File: config.mk
export PLATFORM = sky130hd
export DESIGN_NAME = light_dip_window_stats_unit_flat
export DESIGN_NICKNAME = d
export VERILOG_FILES = /design/src/hdl/ldws_pkg.sv /design/src/hdl/ldws_item_if.sv /design/src/hdl/ldws_result_if.sv /design/src/hdl/ldws_div.sv /design/src/hdl/light_dip_window_stats_unit.sv /design/src/flat_wrapper.sv
export SDC_FILE = /design/constraint.sdc
export NUM_CORES = 2
export LEC_CHECK = 0
export ABC_AREA = 1
export BUFFER_PORTS_ARGS = -buffer_cell sky130_fd_sc_hd__buf_4
export CORE_ASPECT_RATIO = 1.25
export CORE_MARGIN = 4
export CORE_UTILIZATION = 35
export DETAILED_ROUTE_END_ITERATION = 10
export GPL_TIMING_DRIVEN = 0
export PLACE_DENSITY = 0.56
export SETUP_SLACK_MARGIN = 0.2
export SLEW_MARGIN = 20
export SYNTH_ARGS = -nofsm -noshare
export SYNTH_HDL_FRONTEND = slang
export SYNTH_HIERARCHICAL = 1
export SYNTH_SLANG_ARGS = --single-unit
File: constraint.sdc
create_clock -name clk -period 8.71 [get_ports clk]
set_input_delay 1.742 -clock clk [delete_from_list [all_inputs] [get_ports clk]]
set_output_delay 1.742 -clock clk [all_outputs]
set_load 0.05 [all_outputs]
File: src/hdl/ldws_pkg.sv
package ldws_pkg;

    localparam int FRAC_BITS  = 16;
    localparam int CODE_CFG_W = 12;
    localparam int SHIFT_W    = 5;
    localparam int CFG_IDX_W  = 2;
    localparam int CFG_DATA_W = 12;
    localparam int TS_W       = 64;

    localparam logic CMD_SAMPLE = 1'b0;
    localparam logic CMD_REPORT = 1'b1;

    typedef logic [CFG_IDX_W-1:0] cfg_idx_t;

    localparam cfg_idx_t CFG_DIP_THRESHOLD   = 2'd0;
    localparam cfg_idx_t CFG_HYSTERESIS      = 2'd1;
    localparam cfg_idx_t CFG_SMOOTHING_SHIFT = 2'd2;

    localparam logic [CODE_CFG_W-1:0] DIP_THRESHOLD_RST   = 12'd228;
    localparam logic [CODE_CFG_W-1:0] HYSTERESIS_RST      = 12'd68;
    localparam logic [SHIFT_W-1:0]    SMOOTHING_SHIFT_RST = 5'd10;
    localparam logic [SHIFT_W-1:0]    SHIFT_MIN           = 5'd1;
    localparam logic [SHIFT_W-1:0]    SHIFT_MAX           = 5'd16;

    typedef enum logic [2:0] {
        ST_IDLE,
        ST_SAMP_A,
        ST_SAMP_B,
        ST_SAMP_C,
        ST_DIV,
        ST_LOAD
    } state_t;

    typedef struct packed {
        logic start;
    } div_ctrl_t;

    typedef struct packed {
        logic busy;
        logic done;
    } div_stat_t;

endpackage

File: src/hdl/ldws_item_if.sv
interface ldws_item_if #(
    parameter int SAMPLE_BITS = 12
);
    logic                   valid;
    logic                   ready;
    logic                   command;
    logic [SAMPLE_BITS-1:0] sample_code;
    logic [63:0]            time_stamp;

    modport source (output valid, input ready, output command, output sample_code,
                    output time_stamp);
    modport sink   (input valid, output ready, input command, input sample_code,
                    input time_stamp);
endinterface

File: src/hdl/ldws_result_if.sv
interface ldws_result_if #(
    parameter int SAMPLE_BITS   = 12,
    parameter int COUNT_BITS    = 16,
    parameter int INTERVAL_BITS = 32
);
    logic                     valid;
    logic                     ready;
    logic [SAMPLE_BITS-1:0]   min_code;
    logic [SAMPLE_BITS-1:0]   max_code;
    logic [SAMPLE_BITS-1:0]   baseline_code;
    logic [INTERVAL_BITS-1:0] min_interval;
    logic [INTERVAL_BITS-1:0] max_interval;
    logic [INTERVAL_BITS-1:0] avg_interval;
    logic [COUNT_BITS-1:0]    dip_count;
    logic [COUNT_BITS-1:0]    sample_count;

    modport source (output valid, input ready, output min_code, output max_code,
                    output baseline_code, output min_interval, output max_interval,
                    output avg_interval, output dip_count, output sample_count);
    modport sink   (input valid, output ready, input min_code, input max_code,
                    input baseline_code, input min_interval, input max_interval,
                    input avg_interval, input dip_count, input sample_count);
endinterface

File: src/hdl/ldws_div.sv
module ldws_div
    import ldws_pkg::*;
#(
    parameter int DVD_W = 48,
    parameter int DVS_W = 16
)(
    input  logic             clk,
    input  logic             rst_n,
    input  div_ctrl_t        ctrl,
    input  logic [DVD_W-1:0] dividend,
    input  logic [DVS_W-1:0] divisor,
    output div_stat_t        stat,
    output logic [DVD_W-1:0] quotient
);
    localparam int CNT_W = $clog2(DVD_W + 1);

    logic [DVD_W-1:0] dvd_reg;
    logic [DVS_W-1:0] rem_reg;
    logic [DVS_W-1:0] dvs_reg;
    logic [CNT_W-1:0] cnt_reg;
    logic             busy_reg;
    logic             done_reg;

    logic [DVS_W:0]   trial;
    logic [DVS_W:0]   trial_sub;
    logic             fits;

    // one quotient bit per cycle, restoring
    always_comb
    begin
        trial     = {rem_reg, dvd_reg[DVD_W-1]};
        trial_sub = trial - {1'b0, dvs_reg};
        fits      = (trial >= {1'b0, dvs_reg});
    end

    always_ff @(posedge clk or negedge rst_n)
    begin
        if (!rst_n)
        begin
            busy_reg <= 1'b0;
            done_reg <= 1'b0;
            cnt_reg  <= '0;
        end
        else
        begin
            done_reg <= 1'b0;
            if (ctrl.start && !busy_reg)
            begin
                busy_reg <= 1'b1;
                cnt_reg  <= CNT_W'(DVD_W);
            end
            else if (busy_reg)
            begin
                cnt_reg <= cnt_reg - 1'b1;
                if (cnt_reg == CNT_W'(1))
                begin
                    busy_reg <= 1'b0;
                    done_reg <= 1'b1;
                end
            end
        end
    end

    always_ff @(posedge clk)
    begin
        if (ctrl.start && !busy_reg)
        begin
            dvd_reg <= dividend;
            dvs_reg <= divisor;
            rem_reg <= '0;
        end
        else if (busy_reg)
        begin
            dvd_reg <= {dvd_reg[DVD_W-2:0], fits};
            rem_reg <= fits ? trial_sub[DVS_W-1:0] : trial[DVS_W-1:0];
        end
    end

    assign stat.busy = busy_reg;
    assign stat.done = done_reg;
    assign quotient  = dvd_reg;

endmodule

File: src/hdl/light_dip_window_stats_unit.sv
// Channel  Dir  Payload                                           Accepted when
// item     in   command, sample_code, time_stamp                  valid && ready
// result   out  min/max/baseline code, min/max/avg interval,      valid && ready
//               dip_count, sample_count
// cfg      in   cfg_index, cfg_data                               cfg_we
//
// A sample goes through accept, then interval/baseline difference, baseline step
// and window stats, then dip compare. A report runs the bit-serial divider for
// the average interval, skipped if the window is empty, then loads the output. A
// finished report waits in the output register while samples go on;
// a second report stalls until it is taken. Reset is immediate, no clearing pass.
module light_dip_window_stats_unit
    import ldws_pkg::*;
#(
    parameter int SAMPLE_BITS   = 12,
    parameter int COUNT_BITS    = 16,
    parameter int INTERVAL_BITS = 32
)(
    input  logic                  clk,
    input  logic                  rst_n,
    input  logic                  cfg_we,
    input  cfg_idx_t              cfg_index,
    input  logic [CFG_DATA_W-1:0] cfg_data,
    ldws_item_if.sink             item,
    ldws_result_if.source         result
);
    localparam int BASE_W   = SAMPLE_BITS + FRAC_BITS;
    localparam int SUM_BITS = (INTERVAL_BITS + COUNT_BITS > 64) ? 64
                              : INTERVAL_BITS + COUNT_BITS;
    localparam int CMP_W    = ((SAMPLE_BITS > CODE_CFG_W) ? SAMPLE_BITS : CODE_CFG_W) + 1;

    state_t state_reg, state_next;

    logic [CODE_CFG_W-1:0]    thr_reg;
    logic [CODE_CFG_W-1:0]    hyst_reg;
    logic [SHIFT_W-1:0]       shift_reg;

    logic [SAMPLE_BITS-1:0]   code_reg;
    logic [TS_W-1:0]          ts_reg;
    logic [BASE_W-1:0]        diff_reg;
    logic                     up_reg;
    logic [INTERVAL_BITS-1:0] iv_reg;

    logic [BASE_W-1:0]        base_reg;
    logic                     have_reg;
    logic                     dipped_reg;
    logic [SAMPLE_BITS-1:0]   dip_level_reg;
    logic [TS_W-1:0]          prev_time_reg;
    logic [SAMPLE_BITS-1:0]   win_min_reg;
    logic [SAMPLE_BITS-1:0]   win_max_reg;
    logic [INTERVAL_BITS-1:0] iv_min_reg;
    logic [INTERVAL_BITS-1:0] iv_max_reg;
    logic [SUM_BITS-1:0]      iv_sum_reg;
    logic [COUNT_BITS-1:0]    dips_reg;
    logic [COUNT_BITS-1:0]    samples_reg;
    logic [INTERVAL_BITS-1:0] avg_reg;

    logic                     out_valid_reg;
    logic [SAMPLE_BITS-1:0]   out_min_code_reg;
    logic [SAMPLE_BITS-1:0]   out_max_code_reg;
    logic [SAMPLE_BITS-1:0]   out_base_code_reg;
    logic [INTERVAL_BITS-1:0] out_min_iv_reg;
    logic [INTERVAL_BITS-1:0] out_max_iv_reg;
    logic [INTERVAL_BITS-1:0] out_avg_iv_reg;
    logic [COUNT_BITS-1:0]    out_dips_reg;
    logic [COUNT_BITS-1:0]    out_samples_reg;

    logic                     in_acc;
    logic                     win_empty;
    logic                     out_load;
    logic                     div_fail;
    div_ctrl_t                div_ctrl;
    div_stat_t                div_stat;
    logic [SUM_BITS-1:0]      div_quot;

    logic [SHIFT_W-1:0]       sh;
    logic [BASE_W-1:0]        fx;
    logic [BASE_W-1:0]        step;
    logic [TS_W-1:0]          ts_delta;
    logic [INTERVAL_BITS-1:0] iv_sat;
    logic [SUM_BITS:0]        sum_ext;
    logic [CMP_W-1:0]         b_ext;
    logic [CMP_W-1:0]         thr_ext;
    logic [CMP_W-1:0]         code_ext;
    logic [CMP_W-1:0]         lvl_hi;
    logic [CMP_W-1:0]         dip_at;

    assign in_acc    = item.valid && item.ready;
    assign win_empty = (samples_reg == '0);
    assign out_load  = (state_reg == ST_LOAD) && (!out_valid_reg || result.ready);
    assign div_fail  = |div_quot[SUM_BITS-1:INTERVAL_BITS];

    always_comb
    begin
        if (shift_reg < SHIFT_MIN)
            sh = SHIFT_MIN;
        else if (shift_reg > SHIFT_MAX)
            sh = SHIFT_MAX;
        else
            sh = shift_reg;

        fx       = {code_reg, {FRAC_BITS{1'b0}}};
        step     = diff_reg >> sh;
        ts_delta = ts_reg - prev_time_reg;
        iv_sat   = (|ts_delta[TS_W-1:INTERVAL_BITS]) ? '1 : ts_delta[INTERVAL_BITS-1:0];
        sum_ext  = {1'b0, iv_sum_reg} + (SUM_BITS + 1)'(iv_reg);

        b_ext    = CMP_W'(base_reg[BASE_W-1:FRAC_BITS]);
        thr_ext  = CMP_W'(thr_reg);
        code_ext = CMP_W'(code_reg);
        lvl_hi   = CMP_W'(dip_level_reg) + CMP_W'(hyst_reg);
        dip_at   = b_ext - thr_ext;
    end

    // sequencer
    always_comb
    begin
        state_next     = state_reg;
        div_ctrl.start = 1'b0;
        unique case (state_reg)
            ST_IDLE:
            begin
                if (in_acc)
                begin
                    if (item.command == CMD_SAMPLE)
                        state_next = ST_SAMP_A;
                    else if (win_empty)
                        state_next = ST_LOAD;
                    else
                    begin
                        div_ctrl.start = 1'b1;
                        state_next     = ST_DIV;
                    end
                end
            end
            ST_SAMP_A: state_next = ST_SAMP_B;
            ST_SAMP_B: state_next = ST_SAMP_C;
            ST_SAMP_C: state_next = ST_IDLE;
            ST_DIV:
            begin
                if (div_stat.done)
                    state_next = ST_LOAD;
            end
            ST_LOAD:
            begin
                if (out_load)
                    state_next = ST_IDLE;
            end
            default: state_next = ST_IDLE;
        endcase
    end

    always_ff @(posedge clk or negedge rst_n)
    begin
        if (!rst_n)
            state_reg <= ST_IDLE;
        else
            state_reg <= state_next;
    end

    always_ff @(posedge clk or negedge rst_n)
    begin
        if (!rst_n)
        begin
            thr_reg   <= DIP_THRESHOLD_RST;
            hyst_reg  <= HYSTERESIS_RST;
            shift_reg <= SMOOTHING_SHIFT_RST;
        end
        else if (cfg_we)
        begin
            unique case (cfg_index)
                CFG_DIP_THRESHOLD:   thr_reg   <= cfg_data[CODE_CFG_W-1:0];
                CFG_HYSTERESIS:      hyst_reg  <= cfg_data[CODE_CFG_W-1:0];
                CFG_SMOOTHING_SHIFT: shift_reg <= cfg_data[SHIFT_W-1:0];
                default: ;
            endcase
        end
    end

    // state carried across windows, plus window statistics
    always_ff @(posedge clk or negedge rst_n)
    begin
        if (!rst_n)
        begin
            base_reg      <= '0;
            have_reg      <= 1'b0;
            dipped_reg    <= 1'b0;
            dip_level_reg <= '0;
            prev_time_reg <= '0;
            win_min_reg   <= '1;
            win_max_reg   <= '0;
            iv_min_reg    <= '1;
            iv_max_reg    <= '0;
            iv_sum_reg    <= '0;
            dips_reg      <= '0;
            samples_reg   <= '0;
        end
        else
        begin
            unique case (state_reg)
                ST_SAMP_A:
                begin
                    prev_time_reg <= ts_reg;
                    if (!have_reg)
                    begin
                        base_reg <= fx;
                        have_reg <= 1'b1;
                    end
                end
                ST_SAMP_B:
                begin
                    base_reg <= up_reg ? base_reg + step : base_reg - step;
                    if (code_reg < win_min_reg)
                        win_min_reg <= code_reg;
                    if (code_reg > win_max_reg)
                        win_max_reg <= code_reg;
                    if (iv_reg < iv_min_reg)
                        iv_min_reg <= iv_reg;
                    if (iv_reg > iv_max_reg)
                        iv_max_reg <= iv_reg;
                    iv_sum_reg <= sum_ext[SUM_BITS] ? '1 : sum_ext[SUM_BITS-1:0];
                    if (samples_reg != '1)
                        samples_reg <= samples_reg + 1'b1;
                end
                ST_SAMP_C:
                begin
                    if (dipped_reg)
                    begin
                        if (code_ext > lvl_hi)
                            dipped_reg <= 1'b0;
                    end
                    else if (b_ext >= thr_ext && code_ext < dip_at)
                    begin
                        dip_level_reg <= dip_at[SAMPLE_BITS-1:0];
                        dipped_reg    <= 1'b1;
                        if (dips_reg != '1)
                            dips_reg <= dips_reg + 1'b1;
                    end
                end
                ST_LOAD:
                begin
                    if (out_load)
                    begin
                        win_min_reg <= '1;
                        win_max_reg <= '0;
                        iv_min_reg  <= '1;
                        iv_max_reg  <= '0;
                        iv_sum_reg  <= '0;
                        dips_reg    <= '0;
                        samples_reg <= '0;
                    end
                end
                default: ;
            endcase
        end
    end

    // per-item working registers
    always_ff @(posedge clk)
    begin
        if (state_reg == ST_IDLE && in_acc)
        begin
            code_reg <= item.sample_code;
            ts_reg   <= item.time_stamp;
            avg_reg  <= '0;
        end
        if (state_reg == ST_SAMP_A)
        begin
            if (!have_reg)
            begin
                // first sample: baseline loads, interval is zero
                diff_reg <= '0;
                up_reg   <= 1'b1;
                iv_reg   <= '0;
            end
            else
            begin
                up_reg   <= (fx >= base_reg);
                diff_reg <= (fx >= base_reg) ? fx - base_reg : base_reg - fx;
                iv_reg   <= iv_sat;
            end
        end
        if (state_reg == ST_DIV && div_stat.done)
            avg_reg <= div_fail ? '1 : div_quot[INTERVAL_BITS-1:0];
    end

    ldws_div #(
        .DVD_W (SUM_BITS),
        .DVS_W (COUNT_BITS)
    ) u_div (
        .clk      (clk),
        .rst_n    (rst_n),
        .ctrl     (div_ctrl),
        .dividend (iv_sum_reg),
        .divisor  (samples_reg),
        .stat     (div_stat),
        .quotient (div_quot)
    );

    // output register
    always_ff @(posedge clk or negedge rst_n)
    begin
        if (!rst_n)
            out_valid_reg <= 1'b0;
        else if (out_load)
            out_valid_reg <= 1'b1;
        else if (result.ready)
            out_valid_reg <= 1'b0;
    end

    always_ff @(posedge clk)
    begin
        if (out_load)
        begin
            out_min_code_reg  <= win_empty ? '0 : win_min_reg;
            out_max_code_reg  <= win_empty ? '0 : win_max_reg;
            out_base_code_reg <= base_reg[BASE_W-1:FRAC_BITS];
            out_min_iv_reg    <= win_empty ? '0 : iv_min_reg;
            out_max_iv_reg    <= win_empty ? '0 : iv_max_reg;
            out_avg_iv_reg    <= avg_reg;
            out_dips_reg      <= dips_reg;
            out_samples_reg   <= samples_reg;
        end
    end

    assign item.ready           = (state_reg == ST_IDLE) && !div_stat.busy;
    assign result.valid         = out_valid_reg;
    assign result.min_code      = out_min_code_reg;
    assign result.max_code      = out_max_code_reg;
    assign result.baseline_code = out_base_code_reg;
    assign result.min_interval  = out_min_iv_reg;
    assign result.max_interval  = out_max_iv_reg;
    assign result.avg_interval  = out_avg_iv_reg;
    assign result.dip_count     = out_dips_reg;
    assign result.sample_count  = out_samples_reg;

endmodule

File: src/flat_wrapper.sv
// flat-port wrapper written by rule: the top's interface ports become plain ports
module light_dip_window_stats_unit_flat import ldws_pkg::*;
#(
    parameter int SAMPLE_BITS   = 12,
    parameter int COUNT_BITS    = 16,
    parameter int INTERVAL_BITS = 32
)
  (clk, rst_n, cfg_we, cfg_index, cfg_data, item_valid, item_ready, item_command, item_sample_code, item_time_stamp, result_valid, result_ready, result_min_code, result_max_code, result_baseline_code, result_min_interval, result_max_interval, result_avg_interval, result_dip_count, result_sample_count);
  ldws_item_if #(.SAMPLE_BITS(SAMPLE_BITS)) item_i ();
  ldws_result_if #(.SAMPLE_BITS(SAMPLE_BITS), .COUNT_BITS(COUNT_BITS), .INTERVAL_BITS(INTERVAL_BITS)) result_i ();
  input  logic clk;
  input  logic rst_n;
  input  logic cfg_we;
  input  cfg_idx_t cfg_index;
  input  logic [CFG_DATA_W-1:0] cfg_data;
  input wire logic [$bits(item_i.valid)-1:0] item_valid;
  output wire logic [$bits(item_i.ready)-1:0] item_ready;
  input wire logic [$bits(item_i.command)-1:0] item_command;
  input wire logic [$bits(item_i.sample_code)-1:0] item_sample_code;
  input wire logic [$bits(item_i.time_stamp)-1:0] item_time_stamp;
  output wire logic [$bits(result_i.valid)-1:0] result_valid;
  input wire logic [$bits(result_i.ready)-1:0] result_ready;
  output wire logic [$bits(result_i.min_code)-1:0] result_min_code;
  output wire logic [$bits(result_i.max_code)-1:0] result_max_code;
  output wire logic [$bits(result_i.baseline_code)-1:0] result_baseline_code;
  output wire logic [$bits(result_i.min_interval)-1:0] result_min_interval;
  output wire logic [$bits(result_i.max_interval)-1:0] result_max_interval;
  output wire logic [$bits(result_i.avg_interval)-1:0] result_avg_interval;
  output wire logic [$bits(result_i.dip_count)-1:0] result_dip_count;
  output wire logic [$bits(result_i.sample_count)-1:0] result_sample_count;
  assign item_i.valid = item_valid;
  assign item_ready = item_i.ready;
  assign item_i.command = item_command;
  assign item_i.sample_code = item_sample_code;
  assign item_i.time_stamp = item_time_stamp;
  assign result_valid = result_i.valid;
  assign result_i.ready = result_ready;
  assign result_min_code = result_i.min_code;
  assign result_max_code = result_i.max_code;
  assign result_baseline_code = result_i.baseline_code;
  assign result_min_interval = result_i.min_interval;
  assign result_max_interval = result_i.max_interval;
  assign result_avg_interval = result_i.avg_interval;
  assign result_dip_count = result_i.dip_count;
  assign result_sample_count = result_i.sample_count;
  light_dip_window_stats_unit #(.SAMPLE_BITS(SAMPLE_BITS), .COUNT_BITS(COUNT_BITS), .INTERVAL_BITS(INTERVAL_BITS)) u_core (.clk(clk), .rst_n(rst_n), .cfg_we(cfg_we), .cfg_index(cfg_index), .cfg_data(cfg_data), .item(item_i), .result(result_i));
endmodule
* Word level (Yosys, flattened, before mapping) *
Cells that the tools add are included.

storage, ports and cells
  bits in registers = 728
  bits of input ports = 96
  output and inout port bits = 166
  word-level logic and storage cells = 176

cells by class
  add/sub/neg operators = 12
  order comparisons = 11
  equal/unequal tests = 22
  shifts and indexed selects = 1
  multiplexer cells = 58
  bitwise operators = 1
  reductions and logical operators = 34

operators by type and width
  operator                                                          count
  32-bit two-way mux                                                8
  48-bit two-way mux                                                4
  32-bit case mux with 2 select lines                               2
  16-bit two-way mux                                                6
  48-bit case mux with 2 select lines                               1
  28-bit two-way mux                                                3
  28-bit subtractor                                                 3
  16-bit case mux with 2 select lines                               2
  64-bit subtractor                                                 1
  28-bit case mux with 2 select lines                               1
  48-bit by 32-bit adder with 49-bit output                         1
  12-bit two-way mux                                                4
  12-bit case mux with 2 select lines                               2
  16-bit by 1-bit adder with 16-bit output (second input constant)  2
  32-bit greater-than comparator                                    1
  32-bit less-than comparator                                       1
  16-bit != test (second input constant)                            2
  32-bit OR reduction                                               1
  28-bit adder                                                      1
  28-bit >= comparator                                              1
  28-bit by 5-bit >> shifter with 28-bit output                     1
  3-bit AND reduction                                               7
  2-bit by 1-bit != test with 1-bit output (second input constant)  9
  17-bit by 16-bit >= comparator with 1-bit output                  1
  34 further kinds                                                  74

* Depth between registers and ports, before layout *
  depth in word-level cells = 7
  gate-level depth with buffers = 39

* By module *
Netlist, hierarchy kept.

by module, submodules not included
  module                       instances  cells an instance  area each (µm²)  sequential area each (µm²)
  light_dip_window_stats_unit  1          4,769              39,312.7         17,747.0
  ldws_div                     1          587                4,872.2          2,442.3

* Worst setup path before layout *
OpenSTA, ideal clock, no wires.

  kind = input-to-reg
  start point = input port result_ready
  end point = register u_core.samples_reg[15]
  library setup time = 126 ps
  arrival = 5,684 ps
  data required time = 8,584 ps
  setup slack = 2,900 ps
  stages on the path = 13
  path buffers = 0
  path through = nor2_1 -> nor2_4 -> nor2_1 -> inv_1 -> nand2_1 -> inv_1 -> nand4_1 -> nor2_1 -> nand2_1 -> nor2_1 -> nand2_1 -> o21ai_0 -> a21oi_1

between the ends
  cells in the longest elaborated chain, start to end = 4

ends and longest elaborated chain
  what                                                RTL line                            source
  start: declaration                                  flat_wrapper.sv:22                  input wire logic [$bits(result_i.ready)-1:0] result_ready;
  1-bit logical OR                                    light_dip_window_stats_unit.sv:90   assign out_load = (state_reg == ST_LOAD) && (!out_valid_reg || result.ready);
  1-bit logical AND                                   light_dip_window_stats_unit.sv:90
  named net u_core.out_load                           light_dip_window_stats_unit.sv:70   logic out_load;
  2-bit by 1-bit != test with 1-bit output (no line)  -
  3-bit AND reduction (no line)                       -
  end signal: assignment                              light_dip_window_stats_unit.sv:223  samples_reg <= samples_reg + 1'b1;
  end: declaration                                    light_dip_window_stats_unit.sv:55   logic [COUNT_BITS-1:0] samples_reg;

The timed path passes the listed nets, and every way through them passes these cells.
A chain may end at the register's enable or synchronous reset.

* Worst setup path after layout *
  start point = register u_core.shift_reg[3]
  end point = register u_core.base_reg[25]

between the ends
  cells in the longest elaborated chain, start to end = 7

ends and longest elaborated chain
  what                                               RTL line                            source
  start: declaration                                 light_dip_window_stats_unit.sv:36   logic [SHIFT_W-1:0] shift_reg;
  start signal: assignment                           light_dip_window_stats_unit.sv:174  CFG_SMOOTHING_SHIFT: shift_reg <= cfg_data[SHIFT_W-1:0];
  5-bit greater-than comparator                      light_dip_window_stats_unit.sv:97   else if (shift_reg > SHIFT_MAX)
  5-bit two-way mux                                  light_dip_window_stats_unit.sv:97
  5-bit two-way mux (*)                              light_dip_window_stats_unit.sv:95   if (shift_reg < SHIFT_MIN)
  28-bit by 5-bit >> shifter with 28-bit output (*)  light_dip_window_stats_unit.sv:103  step = diff_reg >> sh;
  28-bit subtractor or 28-bit adder (tied branches)  light_dip_window_stats_unit.sv:212  base_reg <= up_reg ? base_reg + step : base_reg - step;
  28-bit two-way mux (*)                             light_dip_window_stats_unit.sv:212
  28-bit case mux with 2 select lines (*)            light_dip_window_stats_unit.sv:200  unique case (state_reg)
  end signal: assignment                             light_dip_window_stats_unit.sv:212
  end: declaration                                   light_dip_window_stats_unit.sv:44   logic [BASE_W-1:0] base_reg;

Every way passes the cells marked *; elsewhere a longest branch is shown, timed or not.

==> flow_summary.yaml <==
status:
  status: "finished clean"
worst_setup_path:
  critPathKind: "flip-flop to flip-flop"
  crit_required_ns: 9.24
  startpoint_type: "flip-flop"
  path_common_cell: "nand2_1"
  slowest_delay_ns: 0.53
  path_max_fanout: 10
  critPathSlowestCell: "clkinv_1"
  crit_arrival_ns: 6.64
  cp-end-kind: "flip-flop"
yosys:
  synth-edff-count: 397
  yosys_most_used_dff: "edfxtp_1"
  synth_cell_type_count: 69
  syn_avg_cell_area_um2: 8.25
  synth_compound_area_share_pct: 12.7
  yosysTopAreaCell: "edfxtp_1"
  synth_seq_cells: 728
  post_synth_mux_area_share_pct: 0.0934
  synthArstFlopShare_pct: 43.3
  synthXorXnorAreaFrac_pct: 2.93
  yosysWarnings: 6
  synth_top_family_by_area: "simple AND/OR/NAND/NOR gates"
  synth_area_leaders: "edfxtp_1 27%, dfrtp_1 15%, nand2_1 9.7%, ha_1 8.7%, inv_1 6.4%"
  synth_adder_area_share_pct: 8.98
  syn_nets: 5765
  syn_area_mm2: 0.0442
  synth.top_cell.area_share_pct: 27.0
  synth-simple-area-share_pct: 21.5
  netlist_instances: 5356
  synth-seq-area-share_pct: 45.7
pwr:
  clockPowerShare_pct: 18.6
  peakVddDrop_uv: 160
  power_leakage_nw: 23.2
  p_total_mw: 19.7
  p_comb_share_pct: 52.6
  p_switching_mw: 9.14
  cellPowerDensity_mw_per_mm2: 383
  swShare_pct: 46.4
  p_int_mw: 10.5
  pwr-share-seq_pct: 28.9
routing:
  via_count: 37800
  dr.first_iter.drc_count: 2940
  detail-route-antenna-nets: 0
  drc: 0
  drt_first_pass_iters: 6
  routed_wirelength_um: 142000
  viasPerCell: 5.10
  avgRoutedWirePerCell_um: 19.2
clock_network:
  cts_hold_buffers: 0
  htree_levels: 3
  numCtsBuffers: 81
  cts_tree: "yes"
  postCtsSetupRepairBufs: 0
  clock-sinks: 728
  path_clk_slew_ns: 0.06
  cts_resized: 0
  ctsRootBufferMaster: "clkbuf_16"
  clock_latency_ns: 0.70
  clock_path_buffers: 3
floorplanning:
  rows: 145
  io_pins: 262
  initial_utilization_pct: 35.3
  chipHeight_um: 405
  dieArea_mm2: 0.132
  core-area_mm2: 0.125
  die_x_um: 326
timing:
  maxSlewHeadroom_pct: 33.3
  worstMarginPinSlew_ns: 1.00
  fin_setup_tns_ns: 0
  hold_viol: 0
  hold_slack_ns: 0.414
  setup_ws_ns: 2.59
  skew_ns: 0.0292
  setup_viol: 0
  period_needed_ns: 6.12
  fin_crit_sh_pct: 70.2
  rsz0062_at_grt: "false"
  slew_viol_final: 0
  max_freq_mhz: 164
layout:
  final_core_util_pct: 41.1
  stdcell_area_mm2: 0.0514
  final_cells: 7398
  drive_gt1_share_pct: 10.0
  most-common-layout-cells: "1140 x nand2_1, 757 x inv_1, 505 x o21ai_0"
  layout_commonest_cell: "nand2_1"
  syn2layout_area_growth_pct: 16.3
  final_nets: 6123
place:
  dp_slack_ns: 2.61
  dpl.hpwl_um: 113000
  gp_congestion: 0.919
  dp.cells: 7248
  io_buffers: 261
  dpl_cell_area_mm2: 0.0485
grt:
  grt_start_max_net_pins: 89
  grt_pass1_vias: 37100
  antenna_found_initial: 2
  grt_pass1_wl_um: 216000
  grt_use_total_pct: 21.0
  overflow: 0
job:
  maxCapViolations: 0
hold_path:
  min_path_type: "flip-flop to flip-flop"
final cells by class:
class / count / area (µm²)
inverter: 775 / 2910
multi-input combinational: 3702 / 20400
clock buffer: 106 / 2310
clock inverter: 43 / 557
tap: 1617 / 2020
fill: 12800 / 73800
buffer: 151 / 702
timing repair buffer: 275 / 2310
antenna: 1 / 2.50
sequential: 728 / 20200
cell usage after synthesis, types with 7 or more instances:
master	number
dfxtp_1	16
nand3_2	11
o22ai_1	31
xnor2_1	55
buf_1	7
edfxtp_1	397
dfstp_2	52
nand3b_1	15
xor2_1	93
nor2_2	7
a211oi_1	10
nand4_1	76
a21oi_1	317
fa_1	7
inv_1	759
o21a_1	13
o221ai_1	7
nor3_1	62
inv_2	14
nor4_1	27
nor2_1	435
o21ai_0	505
dfrtp_1	263
nand2_1	1141
o31ai_1	7
or2_2	9
a21o_1	15
a21boi_0	8
o211ai_1	10
o21ai_1	12
ha_1	306
nand2_2	19
a31oi_1	35
nand3_1	382
clkbuf_1	112
buf_2	18
o21bai_1	33
critical path, delay by kind of cell (launching register included):
family	cells	cell delay, ns
compound gates	3	0.46
buf+inv	7	1.07
xor+xnor	1	0.22
fa+ha+maj	2	0.64
simple gates	20	3.04
flops	1	0.52
power by group through the flow:
stage	sequential, mW	clock (mW)	combinational (mW)
floorplan	5.76	0	7.00
global placement	5.76	0	10.1
detailed placement	5.74	0	10.2
CTS	5.68	3.78	10.3
global route	5.79	3.91	11.6
finish	5.68	3.66	10.3
cells by family (layout without fill, tap and decap cells):
group	Yosys count	after routing
compound gates	1027	1027
xor+xnor	148	148
fa+ha+maj	313	313
buf+inv	926	1350
flops	728	728
mux	4	4
other cells	0	1
simple gates	2210	2210
per-layer routing:
| metal | vias to the layer above | part of all wire (%) | GRT usage (%) | wire length [µm] |
|---|---|---|---|---|
| li1 | 18700 | - | - | - |
| met1 | 17900 | 43 | 26.3 | 60700 |
| met2 | 983 | 49 | 37.1 | 69700 |
| met3 | 245 | 4.5 | 2.48 | 6390 |
| met4 | 0 | 3.7 | 8.22 | 5280 |
| met5 | - | 0 | 0 | 0 |
worst paths after layout:
check                                          from                        endpoint  slack [ns]  cells past startpoint
worst min register to register   u_core/avg_reg[30]  u_core/result.avg_interval[30]        0.41                      0
worst max-delay path            u_core/shift_reg[3]             u_core/base_reg[25]        2.59                     33
max in group asynchronous                     rst_n        u_core/prev_time_reg[42]        6.76                      2
min in group asynchronous                     rst_n             u_core/dips_reg[13]        1.00                      1
worst min-delay path             u_core/avg_reg[30]  u_core/result.avg_interval[30]        0.41                      0
worst max register to register  u_core/shift_reg[3]             u_core/base_reg[25]        2.59                     33
Power figures use the tool's default switching activity.
